--- config.mk ---
export PLATFORM = sky130hd
export DESIGN_NAME = depth_hazard_pixel_classifier_top
export DESIGN_NICKNAME = d
export VERILOG_FILES = /design/src/sv/dhpc_pkg.sv /design/src/sv/depth_hazard_pixel_classifier_top.sv /design/src/sv/dhpc_recolour.sv
export VERILOG_INCLUDE_DIRS = /design/src /design/src/sv
export SDC_FILE = /design/constraint.sdc
export NUM_CORES = 2
export LEC_CHECK = 0
export BUFFER_PORTS_ARGS = -buffer_cell sky130_fd_sc_hd__buf_2
export CAP_MARGIN = 25
export CORE_UTILIZATION = 40
export DETAILED_ROUTE_END_ITERATION = 12
export GPL_ROUTABILITY_DRIVEN = 0
export PLACE_DENSITY = 0.6
export SLEW_MARGIN = 20
export SYNTH_ARGS = -nofsm -noshare
export SYNTH_HDL_FRONTEND = slang
export SYNTH_HIERARCHICAL = 1
export SYNTH_SLANG_ARGS = --single-unit
--- constraint.sdc ---
create_clock -name clk -period 11.61 [get_ports clk]
set_input_delay 0 -clock clk [delete_from_list [all_inputs] [get_ports clk]]
set_output_delay 0 -clock clk [all_outputs]
set_load 0.02 [all_outputs]
--- src/sv/depth_hazard_pixel_classifier_top_defines.svh ---
// Assertion macros shared by the depth hazard pixel classifier RTL.
`ifndef DEPTH_HAZARD_PIXEL_CLASSIFIER_TOP_DEFINES_SVH
`define DEPTH_HAZARD_PIXEL_CLASSIFIER_TOP_DEFINES_SVH

// Same-cycle implication, checked on every rising edge outside reset.
`define DHPC_ASSERT_NOW(label, ante, cons, msg) \
    label: assert property (@(posedge clk) disable iff (!rst_n) (ante) |-> (cons)) \
        else $error(msg);

// Next-cycle implication, checked on every rising edge outside reset.
`define DHPC_ASSERT_NEXT(label, ante, cons, msg) \
    label: assert property (@(posedge clk) disable iff (!rst_n) (ante) |=> (cons)) \
        else $error(msg);

`endif

--- src/sv/dhpc_pkg.sv ---
// Types and constants shared by the depth hazard pixel classifier.
package dhpc_pkg;

    localparam int MAX_COLS = 2048;
    localparam int MAX_ROWS = 2048;

    localparam int ROW_W   = 11;
    localparam int COL_W   = 11;
    localparam int DEPTH_W = 16;
    localparam int RGB_W   = 8;
    localparam int CLASS_W = 2;
    localparam int WIN_W   = 12;
    localparam int SCALE_W = 16;
    localparam int COUNT_W = 23;
    localparam int CFG_W   = 23;
    localparam int IDX_W   = 3;
    localparam int FRAC_W  = 14;
    localparam int PROD_W  = DEPTH_W + SCALE_W;

    localparam logic [DEPTH_W-1:0] MIN_DEPTH_MM = 16'd250;
    localparam logic [COUNT_W-1:0] COUNT_MAX    = '1;
    localparam logic [COL_W-1:0]   LEFT_RESET   = '1;
    localparam logic [COL_W-1:0]   RIGHT_RESET  = '0;
    localparam logic [RGB_W-1:0]   CHANNEL_FULL = '1;

    localparam logic [WIN_W-1:0]   FIRST_COL_RESET = 12'd0;
    localparam logic [WIN_W-1:0]   END_COL_RESET   = 12'd2048;
    localparam logic [WIN_W-1:0]   FIRST_ROW_RESET = 12'd0;
    localparam logic [WIN_W-1:0]   END_ROW_RESET   = 12'd2048;
    localparam logic [SCALE_W-1:0] SCALE_RESET     = 16'd16384;
    localparam logic [COUNT_W-1:0] LIMIT_RESET     = 23'd1;

    typedef enum logic [IDX_W-1:0] {
        REG_FIRST_COL    = 3'd0,
        REG_END_COL      = 3'd1,
        REG_FIRST_ROW    = 3'd2,
        REG_END_ROW      = 3'd3,
        REG_NEAR_SCALE   = 3'd4,
        REG_FAR_SCALE    = 3'd5,
        REG_HAZARD_LIMIT = 3'd6
    } cfg_reg_t;

    typedef enum logic [CLASS_W-1:0] {
        CLASS_SKIPPED = 2'd0,
        CLASS_CLEAR   = 2'd1,
        CLASS_CLOSE   = 2'd2,
        CLASS_FAR     = 2'd3
    } pixel_class_t;

    typedef struct packed {
        logic examined;
        logic too_close;
        logic too_far;
    } hazard_flags_t;

endpackage

--- src/sv/depth_hazard_pixel_classifier_top.sv ---
// Top level of the depth hazard pixel classifier.
// One pixel per clock in while pix_stall is low, one result per pixel out, in order.
// Three register stages (input, depth products, result) lie between request acceptance
// and result valid; each stage loads whenever it is empty or its successor loads, so
// bubbles are squeezed out and a new request is taken while a finished result waits.
// The two 16x16 calibration products and the window check sit between the input and
// product registers. Hazard count and column extremes update as a result is loaded
// and are cleared after a last-pixel result. Configuration is to be written through
// cfg_we/cfg_index/cfg_data while idle; the block itself does not enforce this.
`include "depth_hazard_pixel_classifier_top_defines.svh"

module depth_hazard_pixel_classifier_top (
    input  logic                             clk,
    input  logic                             rst_n,
    input  logic                             cfg_we,
    input  logic [dhpc_pkg::IDX_W-1:0]       cfg_index,
    input  logic [dhpc_pkg::CFG_W-1:0]       cfg_data,
    input  logic                             pix_valid,
    output logic                             pix_stall,
    input  logic [dhpc_pkg::ROW_W-1:0]       row,
    input  logic [dhpc_pkg::COL_W-1:0]       col,
    input  logic [dhpc_pkg::DEPTH_W-1:0]     depth_mm,
    input  logic                             depth_valid,
    input  logic [dhpc_pkg::DEPTH_W-1:0]     calib_mm,
    input  logic                             calib_valid,
    input  logic [dhpc_pkg::RGB_W-1:0]       red_in,
    input  logic [dhpc_pkg::RGB_W-1:0]       green_in,
    input  logic [dhpc_pkg::RGB_W-1:0]       blue_in,
    input  logic                             last_pixel,
    output logic                             res_valid,
    input  logic                             res_stall,
    output logic [dhpc_pkg::RGB_W-1:0]       red_out,
    output logic [dhpc_pkg::RGB_W-1:0]       green_out,
    output logic [dhpc_pkg::RGB_W-1:0]       blue_out,
    output logic [dhpc_pkg::CLASS_W-1:0]     pixel_class,
    output logic [dhpc_pkg::COUNT_W-1:0]     hazard_total,
    output logic [dhpc_pkg::COL_W-1:0]       leftmost_col,
    output logic [dhpc_pkg::COL_W-1:0]       rightmost_col,
    output logic                             hazard_area,
    output logic                             frame_end
);
    import dhpc_pkg::*;

    // configuration
    logic [WIN_W-1:0]   first_col_reg, end_col_reg, first_row_reg, end_row_reg;
    logic [SCALE_W-1:0] near_scale_reg, far_scale_reg;
    logic [COUNT_W-1:0] hazard_limit_reg;

    // pipeline control
    logic a_en, b_en, out_en;
    logic a_valid_reg, b_valid_reg, res_valid_reg;

    // input stage
    logic [ROW_W-1:0]   a_row_reg;
    logic [COL_W-1:0]   a_col_reg;
    logic [DEPTH_W-1:0] a_depth_reg, a_calib_reg;
    logic               a_depth_ok_reg, a_calib_ok_reg, a_last_reg;
    logic [RGB_W-1:0]   a_red_reg, a_green_reg, a_blue_reg;

    // product stage
    logic               in_window, examined;
    logic               b_examined_reg, b_last_reg;
    logic [DEPTH_W-1:0] b_depth_reg;
    logic [PROD_W-1:0]  b_near_reg, b_far_reg;
    logic [COL_W-1:0]   b_col_reg;
    logic [RGB_W-1:0]   b_red_reg, b_green_reg, b_blue_reg;

    // result stage
    hazard_flags_t      flags;
    logic [PROD_W-1:0]  meas;
    logic [RGB_W-1:0]   red_c, green_c, blue_c;
    pixel_class_t       class_c;
    logic               hazard;
    logic [1:0]         inc;
    logic [COUNT_W:0]   sum;
    logic [COUNT_W-1:0] count_upd, count_reg, count_next;
    logic [COL_W-1:0]   left_upd, left_reg, left_next;
    logic [COL_W-1:0]   right_upd, right_reg, right_next;
    logic               area_c;

    logic [RGB_W-1:0]   red_reg, green_reg, blue_reg;
    logic [CLASS_W-1:0] class_reg;
    logic [COUNT_W-1:0] total_reg;
    logic [COL_W-1:0]   leftmost_reg, rightmost_reg;
    logic               area_reg, frame_end_reg;

    always_ff @(posedge clk or negedge rst_n)
    begin
        if (!rst_n)
        begin
            first_col_reg    <= FIRST_COL_RESET;
            end_col_reg      <= END_COL_RESET;
            first_row_reg    <= FIRST_ROW_RESET;
            end_row_reg      <= END_ROW_RESET;
            near_scale_reg   <= SCALE_RESET;
            far_scale_reg    <= SCALE_RESET;
            hazard_limit_reg <= LIMIT_RESET;
        end
        else if (cfg_we)
        begin
            case (cfg_reg_t'(cfg_index))
                REG_FIRST_COL:    first_col_reg    <= cfg_data[WIN_W-1:0];
                REG_END_COL:      end_col_reg      <= cfg_data[WIN_W-1:0];
                REG_FIRST_ROW:    first_row_reg    <= cfg_data[WIN_W-1:0];
                REG_END_ROW:      end_row_reg      <= cfg_data[WIN_W-1:0];
                REG_NEAR_SCALE:   near_scale_reg   <= cfg_data[SCALE_W-1:0];
                REG_FAR_SCALE:    far_scale_reg    <= cfg_data[SCALE_W-1:0];
                REG_HAZARD_LIMIT: hazard_limit_reg <= cfg_data[COUNT_W-1:0];
                default:          ;
            endcase
        end
    end

    // a stage loads when empty or when the one after it loads
    assign out_en    = !res_valid_reg || !res_stall;
    assign b_en      = !b_valid_reg || out_en;
    assign a_en      = !a_valid_reg || b_en;
    assign pix_stall = !a_en;

    always_ff @(posedge clk or negedge rst_n)
    begin
        if (!rst_n)
        begin
            a_valid_reg   <= 1'b0;
            b_valid_reg   <= 1'b0;
            res_valid_reg <= 1'b0;
        end
        else
        begin
            if (a_en)
                a_valid_reg <= pix_valid;
            if (b_en)
                b_valid_reg <= a_valid_reg;
            if (out_en)
                res_valid_reg <= b_valid_reg;
        end
    end

    always_ff @(posedge clk)
    begin
        if (a_en && pix_valid)
        begin
            a_row_reg      <= row;
            a_col_reg      <= col;
            a_depth_reg    <= depth_mm;
            a_depth_ok_reg <= depth_valid;
            a_calib_reg    <= calib_mm;
            a_calib_ok_reg <= calib_valid;
            a_red_reg      <= red_in;
            a_green_reg    <= green_in;
            a_blue_reg     <= blue_in;
            a_last_reg     <= last_pixel;
        end
    end

    assign in_window = ({1'b0, a_row_reg} >= first_row_reg) &&
                       ({1'b0, a_row_reg} < end_row_reg) &&
                       (32'(a_row_reg) < MAX_ROWS) &&
                       ({1'b0, a_col_reg} >= first_col_reg) &&
                       ({1'b0, a_col_reg} < end_col_reg) &&
                       (32'(a_col_reg) < MAX_COLS);
    assign examined  = in_window && a_depth_ok_reg && a_calib_ok_reg &&
                       (a_depth_reg > MIN_DEPTH_MM);

    always_ff @(posedge clk)
    begin
        if (b_en && a_valid_reg)
        begin
            b_examined_reg <= examined;
            b_depth_reg    <= a_depth_reg;
            b_near_reg     <= PROD_W'(a_calib_reg) * PROD_W'(near_scale_reg);
            b_far_reg      <= PROD_W'(a_calib_reg) * PROD_W'(far_scale_reg);
            b_col_reg      <= a_col_reg;
            b_red_reg      <= a_red_reg;
            b_green_reg    <= a_green_reg;
            b_blue_reg     <= a_blue_reg;
            b_last_reg     <= a_last_reg;
        end
    end

    // depth in Q.14 against the scaled calibration
    assign meas            = {{(PROD_W-DEPTH_W-FRAC_W){1'b0}}, b_depth_reg, {FRAC_W{1'b0}}};
    assign flags.examined  = b_examined_reg;
    assign flags.too_close = b_examined_reg && (meas < b_near_reg);
    assign flags.too_far   = b_examined_reg && (meas > b_far_reg);

    dhpc_recolour u_recolour (
        .flags       (flags),
        .red_in      (b_red_reg),
        .green_in    (b_green_reg),
        .blue_in     (b_blue_reg),
        .red_out     (red_c),
        .green_out   (green_c),
        .blue_out    (blue_c),
        .pixel_class (class_c)
    );

    // a pixel that is both too close and too far counts twice
    assign hazard    = flags.too_close || flags.too_far;
    assign inc       = 2'(flags.too_close) + 2'(flags.too_far);
    assign sum       = {1'b0, count_reg} + (COUNT_W+1)'(inc);
    assign count_upd = (sum > {1'b0, COUNT_MAX}) ? COUNT_MAX : sum[COUNT_W-1:0];
    assign left_upd  = (hazard && (b_col_reg < left_reg)) ? b_col_reg : left_reg;
    assign right_upd = (hazard && (b_col_reg > right_reg)) ? b_col_reg : right_reg;
    assign area_c    = b_last_reg && (count_upd >= hazard_limit_reg);

    always_comb
    begin
        count_next = count_reg;
        left_next  = left_reg;
        right_next = right_reg;
        if (out_en && b_valid_reg)
        begin
            if (b_last_reg)
            begin
                count_next = '0;
                left_next  = LEFT_RESET;
                right_next = RIGHT_RESET;
            end
            else
            begin
                count_next = count_upd;
                left_next  = left_upd;
                right_next = right_upd;
            end
        end
    end

    always_ff @(posedge clk or negedge rst_n)
    begin
        if (!rst_n)
        begin
            count_reg <= '0;
            left_reg  <= LEFT_RESET;
            right_reg <= RIGHT_RESET;
        end
        else
        begin
            count_reg <= count_next;
            left_reg  <= left_next;
            right_reg <= right_next;
        end
    end

    always_ff @(posedge clk)
    begin
        if (out_en && b_valid_reg)
        begin
            red_reg       <= red_c;
            green_reg     <= green_c;
            blue_reg      <= blue_c;
            class_reg     <= class_c;
            total_reg     <= count_upd;
            leftmost_reg  <= left_upd;
            rightmost_reg <= right_upd;
            area_reg      <= area_c;
            frame_end_reg <= b_last_reg;
        end
    end

    assign res_valid     = res_valid_reg;
    assign red_out       = red_reg;
    assign green_out     = green_reg;
    assign blue_out      = blue_reg;
    assign pixel_class   = class_reg;
    assign hazard_total  = total_reg;
    assign leftmost_col  = leftmost_reg;
    assign rightmost_col = rightmost_reg;
    assign hazard_area   = area_reg;
    assign frame_end     = frame_end_reg;

    `DHPC_ASSERT_NEXT(a_frame_clears, out_en && b_valid_reg && b_last_reg, count_reg == '0 && left_reg == LEFT_RESET && right_reg == RIGHT_RESET, "frame state not cleared after last pixel")
    `DHPC_ASSERT_NOW(a_area_only_at_end, res_valid && !frame_end, !hazard_area, "hazard area flagged before frame end")
    `DHPC_ASSERT_NOW(a_clear_is_green, res_valid && pixel_class == CLASS_CLEAR, green_out == CHANNEL_FULL, "clear pixel not full green")
    `DHPC_ASSERT_NOW(a_extremes_ordered, res_valid && hazard_total != '0, leftmost_col <= rightmost_col, "hazard columns out of order")
    `DHPC_ASSERT_NOW(a_full_stalls, res_valid && res_stall && b_valid_reg && a_valid_reg, pix_stall, "request taken into a full pipeline")

endmodule

--- src/sv/dhpc_recolour.sv ---
// Pixel classification code and recolouring from the hazard flags.
module dhpc_recolour (
    input  dhpc_pkg::hazard_flags_t       flags,
    input  logic [dhpc_pkg::RGB_W-1:0]    red_in,
    input  logic [dhpc_pkg::RGB_W-1:0]    green_in,
    input  logic [dhpc_pkg::RGB_W-1:0]    blue_in,
    output logic [dhpc_pkg::RGB_W-1:0]    red_out,
    output logic [dhpc_pkg::RGB_W-1:0]    green_out,
    output logic [dhpc_pkg::RGB_W-1:0]    blue_out,
    output dhpc_pkg::pixel_class_t        pixel_class
);
    import dhpc_pkg::*;

    // floor(v*10/11): 2979/2^15 overshoots 1/11 by too little to cross an integer for v*10 <= 2550
    function automatic logic [RGB_W-1:0] div_1p1(input logic [RGB_W-1:0] v);
        logic [11:0] ten;
        logic [23:0] prod;
        ten  = {1'b0, v, 3'b000} + {3'b000, v, 1'b0};
        prod = 24'(ten) * 24'd2979;
        return prod[22:15];
    endfunction

    // floor(v*2/3): 683/2^11 for v*2 <= 510
    function automatic logic [RGB_W-1:0] div_1p5(input logic [RGB_W-1:0] v);
        logic [8:0]  two;
        logic [18:0] prod;
        two  = {v, 1'b0};
        prod = 19'(two) * 19'd683;
        return prod[18:11];
    endfunction

    always_comb
    begin
        red_out     = red_in;
        green_out   = green_in;
        blue_out    = blue_in;
        pixel_class = CLASS_SKIPPED;
        if (flags.examined)
        begin
            red_out     = div_1p1(red_in);
            green_out   = CHANNEL_FULL;
            blue_out    = div_1p1(blue_in);
            pixel_class = CLASS_CLEAR;
            if (flags.too_close)
            begin
                red_out     = CHANNEL_FULL;
                green_out   = green_in;
                blue_out    = div_1p5(blue_out);
                pixel_class = CLASS_CLOSE;
            end
            // far wins the class when both fire, and works on the colours so far
            if (flags.too_far)
            begin
                red_out     = div_1p5(red_out);
                green_out   = green_in;
                blue_out    = CHANNEL_FULL;
                pixel_class = CLASS_FAR;
            end
        end
    end

endmodule
# After elaboration in Yosys (flattened, before gate mapping)
# Index checks and enable logic that the tools add are counted.
totals:
  reg_bits: 422
  word_cells: 117
op_classes:
  eq_ne: 6
  magnitude_cmp: 11
  n_mux: 18
  mul: 6
  reduce_logical: 31
  addsub: 4
ops:
  columns: ["op", "count"]
  rows:
  - ["two-way mux 8 bit", 10]
  - ["multiplier 16 x 16 -> 32 bit", 2]
  - ["multiplier 12 x 12 -> 23 bit (second input constant)", 2]
  - ["two-way mux 23 bit", 2]
  - ["two-way mux 11 bit", 4]
  - ["multiplier 8 x 10 -> 18 bit (second input constant)", 2]
  - ["greater-than comparator 30 x 32 -> 1 bit", 1]
  - ["less-than comparator 30 x 32 -> 1 bit", 1]
  - ["adder 11 x 9 -> 12 bit", 2]
  - ["adder 23 x 2 -> 24 bit", 1]
  - ["greater-or-equal comparator 11 x 12 -> 1 bit", 2]
  - ["greater-than comparator 24 x 23 -> 1 bit (second input constant)", 1]
  - ["less-than comparator 11 x 12 -> 1 bit", 2]
  - ["greater-or-equal comparator 23 bit", 1]
  - ["greater-than comparator 16 x 8 -> 1 bit (second input constant)", 1]
  - ["logical AND 1 bit", 14]
  - ["AND reduction 2 bit", 7]
  - ["greater-than comparator 11 bit", 1]
  - ["less-than comparator 11 bit", 1]
  - ["equality test 3 bit (second input constant)", 3]
  - ["equality test 3 x 2 -> 1 bit (second input constant)", 2]
  - ["zero test 1 bit", 5]
  - ["logical OR 1 bit", 4]
  - ["two-way mux 2 bit", 2]
  - ["3 further kinds", 3]

# Depth between registers and ports, before layout
depth:
  depth_word: 8
  mapped_depth: 42
  depth_no_buf: 42

# Hierarchy
# Netlist, hierarchy kept.
modules_own_cells:
  columns: ["mod", "area_per_inst_um2", "cells_each", "seq_area_each_um2", "n_inst"]
  rows:
  - ["depth_hazard_pixel_classifier_top", 35131.2, 3301, 11936.4, 1]
  - ["dhpc_recolour", 7977.7, 874, 0.0, 1]

# Worst setup path before layout
# OpenSTA, ideal clock, no wires.
synth_path:
  path_kind: "reg2reg"
  startpoint: "register b_red_reg[1]"
  endpoint: "register red_reg[6], in the netlist red_out[6], data pin"
  path_slack_ns: 1.685
  arrival_ns: 9.668
  path_buffers: 0
  setup_time_ns: 0.256
  stages_incl_launch_ff: 42
  path_cell_list: "edfxtp_1 -> ha_1 -> a21o_1 -> a21oi_1 -> o21bai_1 -> a21oi_1 -> nor2b_1 -> o21ai_0 -> xnor2_1 -> ha_1 -> inv_1 -> fa_1 -> inv_1 -> fa_1 -> inv_1 -> fa_1 -> inv_1 -> ha_1 -> [6 not listed] -> a21oi_1 -> inv_1 -> ha_1 -> fa_1 -> fa_1 -> inv_1 -> fa_1 -> inv_1 -> ha_1 -> a21o_1 -> a21o_1 -> a221o_1 -> a21o_1 -> nand2_1 -> a31oi_4 -> a311o_1 -> and3_1 -> o22a_1"
synth_between:
  elab_chain_len: 7
synth_lines:
  columns: ["item", "line", "rtl"]
  rows:
  - ["start, declared", "depth_hazard_pixel_classifier_top.sv:66", "logic [RGB_W-1:0] b_red_reg, b_green_reg, b_blue_reg;"]
  - ["start signal, assigned", "depth_hazard_pixel_classifier_top.sv:174", "b_red_reg <= a_red_reg;"]
  - ["adder 11 x 9 -> 12 bit (*)", "dhpc_recolour.sv:18", "ten = {1'b0, v, 3'b000} + {3'b000, v, 1'b0};"]
  - ["multiplier 12 x 12 -> 23 bit (*)", "dhpc_recolour.sv:19", "prod = 24'(ten) * 24'd2979;"]
  - ["two-way mux 8 bit (*)", "dhpc_recolour.sv:44", "if (flags.too_close)"]
  - ["two-way mux 8 bit (*)", "dhpc_recolour.sv:38", "if (flags.examined)"]
  - ["multiplier 8 x 10 -> 18 bit", "dhpc_recolour.sv:28", "prod = 19'(two) * 19'd683;"]
  - ["two-way mux 8 bit (*)", "dhpc_recolour.sv:52", "if (flags.too_far)"]
  - ["two-way mux 8 bit (*)", "dhpc_recolour.sv:38", null]
  - ["net red_c[6]", "depth_hazard_pixel_classifier_top.sv:71", "logic [RGB_W-1:0] red_c, green_c, blue_c;"]
  - ["end signal, assigned", "depth_hazard_pixel_classifier_top.sv:249", "red_reg <= red_c;"]
  - ["end, declared", "depth_hazard_pixel_classifier_top.sv:81", "logic [RGB_W-1:0] red_reg, green_reg, blue_reg;"]
# The timed path passes the listed nets; every way through them passes the cells marked *. The select of a mux whose other input is x is not followed.
# A chain may end at the register's enable or synchronous reset.

# Final worst setup path
layout_path:
  startpoint: "register b_red_reg[0]"
  endpoint: "register red_reg[6], in the netlist red_out[6], data pin"
# The elaborated chain is that of the path after synthesis.

==> impl_results.md <==
* Commonest non-fill, non-tap cell in the layout: inv_1
* Worst skew pair latency at 620 ps
* Synth warn at 6
* Period utilization at 0.940
* Total Wirelength at 103000 um
* Synth-to-Final Area Change at 12.2%
* RSZ-0062 raised after global routing: false
* Initial antenna violation count at 1
* Gr usage total at 0.192
* #FFs+latches synth at 422
* Post-Syn Area at 0.0431 sq mm
* Detailed-route wire length per cell at 17.5 um
* Failing checks: hold timing
* Initial Util at 0.403
* Worst Hold Class: primary input to async pin
* Core ar. at 0.107 sq mm
* Async set-or-reset flop fraction in the synthesized netlist at 0.358
* Fmax at 0.0916 GHz
* Critical Path End Type: flop
* Detail Route Antenna Nets at 0
* Max-Cap Viols at 0
* Setup bufs post-CTS at 0
* Die area at 0.109 sq mm
* Most frequently used flop master after synthesis: edfxtp_1
* R2R setup slack at 690 ps
* Synth Net Count at 5343
* CTS tree: yes
* Final Max Tran Viols at 0
* DRC Markers at 0
* Fillcell total at 10034
* DR pass1 iterations at 5
* Commonest cells after routing, fill and taps aside: inv_1 (760), ha_1 (571), fa_1 (485)
* Post-synthesis cell type count at 90
* Synth Instances at 4175
* Multi-input gate area at 0.0277 sq mm
* CTS clk-pin slew, worst paths at 70 ps
* Number of flops mapped to enable cells by yosys at 271
* Final-report setup violation count at 0
* Deepest clock path buffer count at 3
* Register area at 0.0119 sq mm
* Hpwl dp at 77500 um
* Worst Tran Pin Value at 947 ps
* Vias in the first global route at 30867
* Die X at 330 um
* Std-Cell Rows at 120
* WP data arrival at 11280 ps
* WP data required at 11980 ps
* PortBufs at 186
* Final hold vios at 1
* Reg-to-Reg Start: b_red_reg[0]
* Run status: complete, but fails checks
* CTS buffer count at 51
* Crit path time final at 10920 ps
* Hold_ws at -4.97 ps
* Share of layout cells above drive strength 1 at 0.107
* First-pass GRT wire length at 166000 um
* RR Endpoint: red_out[6]
* Syn_area_per_cell at 10.3 sq um
* DR vias at 29766
* Seq/Total Area, Yosys at 0.277
* Slowest cell delay on critical path at 530 ps
* WS Path Type: flop to flop
* DR iter-0 viols at 1445
* Critical Path Start Type: flop
* Critical path's slowest cell: fa_1
* Register-to-Register Path Depth at 41
* Worst slew margin at 0.365
* CP max FO at 7
* Via density at 5.08
* # nets final at 5577
* H-tree lvl count at 2
* Total negative slack at 0 ps
* Max Clock Skew at 36.6 ps
* Root buffer cell: clkbuf_16
* # clock sinks at 422
* Total grt overflow at 0
* Die Y at 330 um
* Largest net degree at the start of global routing at 91
* I/O pin cnt at 187
==> worst max-delay path: cells and delay by family (launching register included) <==
| kind | cells | cell delay, ps |
|---|---|---|
| buffers and inverters | 7 | 480 |
| flip-flops | 1 | 500 |
| AO/OA/AOI/OAI | 15 | 3510 |
| AND/OR/NAND/NOR | 6 | 1000 |
| adder cells (fa/ha/maj) | 12 | 4860 |
| XOR/XNOR | 1 | 330 |
==> final cells by class <==
type | count | share of cell area
clock inverter | 29 | 0.00753
sequential | 422 | 0.247
inverter | 761 | 0.0591
antenna | 2 | 0.000103
timing repair buffer | 337 | 0.0485
tap | 1403 | 0.0363
multi-input combinational | 2836 | 0.573
clock buffer | 65 | 0.0285
==> per-layer routing <==
| metal | share of wire | vias to the layer above | track usage |
|---|---|---|---|
| met1 | 0.45 | 14947 | 0.261 |
| met2 | 0.49 | 536 | 0.326 |
| met4 | 0.024 | 0 | 0.0507 |
| met5 | 0 | - | 0 |
| li1 | - | 14166 | - |
| met3 | 0.037 | 117 | 0.0222 |
==> what timing repair did <==
| action | 4_1_cts | 5_1_grt |
|---|---|---|
| resized for setup | 0 | 0 |
| hold buffers | 110 | 0 |
| endpoints found under the hold margin | 276 | 0 |
==> stage by stage <==
stage	std cells	cell area (sq um)	setup slack (ps)	utilization
after floorplan	4175	43100	1690	-
after global placement	5649	45500	834	0.426
after detailed placement	5649	45500	702	0.426
after CTS	5853	48400	654	0.453
after global routing	5854	48400	90.6	0.453
final	5855	48400	693	0.453
==> Yosys cell counts, types with 6 or more instances <==
cell type  count  area (sq um)
a211oi_1      20           150
o21ai_0       97           485
clkbuf_1     140           526
or3_1          7          43.8
nand2b_1      20           125
a22o_1         6          52.6
nor3b_1        8          60.1
a31o_2         6          52.6
ha_1         571          7140
buf_2          7          35.0
or2_2         26           163
o22ai_1       16           100
nor3_1        34           170
a31oi_1       19           119
and4_1         7          61.3
o21bai_1      18           135
a21oi_2        8          70.1
nor4_1        25           156
o21a_1        16           120
fa_1         485          9710
and2_1       189          1180
xnor2_1       85           744
mux2_2        76           856
and3_1        15          93.8
o211ai_1      19           143
edfxtp_1     271          8140
dfstp_2       16           420
nor2_1       112           420
nand3_1       42           210
a22oi_1       12          90.1
nand2_1      458          1720
inv_1        760          2850
mux2i_1       47           470
dfrtp_1      135          3380
a21oi_1      127           636
nand4_1       25           156
nor2b_1       27           169
a21o_1        65           488
o22a_1        15           131
xor2_1        43           377
==> kinds of logic (layout without fill, tap and decap cells) <==
logic type / count (synthesis) / count (layout) / synth area share
AO/OA/AOI/OAI: 512 / 512 / 0.0802
XOR/XNOR: 129 / 129 / 0.0264
adder cells (fa/ha/maj): 1056 / 1056 / 0.391
buffers and inverters: 917 / 1192 / 0.0807
flip-flops: 422 / 422 / 0.277
multiplexers: 123 / 123 / 0.0308
other: 0 / 2 / 0
AND/OR/NAND/NOR: 1016 / 1016 / 0.114
==> worst max path at each step <==
| stage | startpoint | end | slack, ps | cells after the start |
|---|---|---|---|---|
| finish | b_red_reg[0] | red_out[6] | 690 | 41 |
| global route | b_red_reg[1] | red_out[6] | 90 | 41 |
| CTS | b_red_reg[0] | red_out[6] | 650 | 41 |
| detailed placement | b_red_reg[0] | red_out[6] | 700 | 41 |
| global placement | b_red_reg[1] | red_out[6] | 830 | 41 |
| floorplan | b_red_reg[1] | red_out[6] | 1690 | 41 |
Power is left out: the tool's default activity adds up to more than one toggle a clock period on the data nets, which glitch-free logic cannot reach.
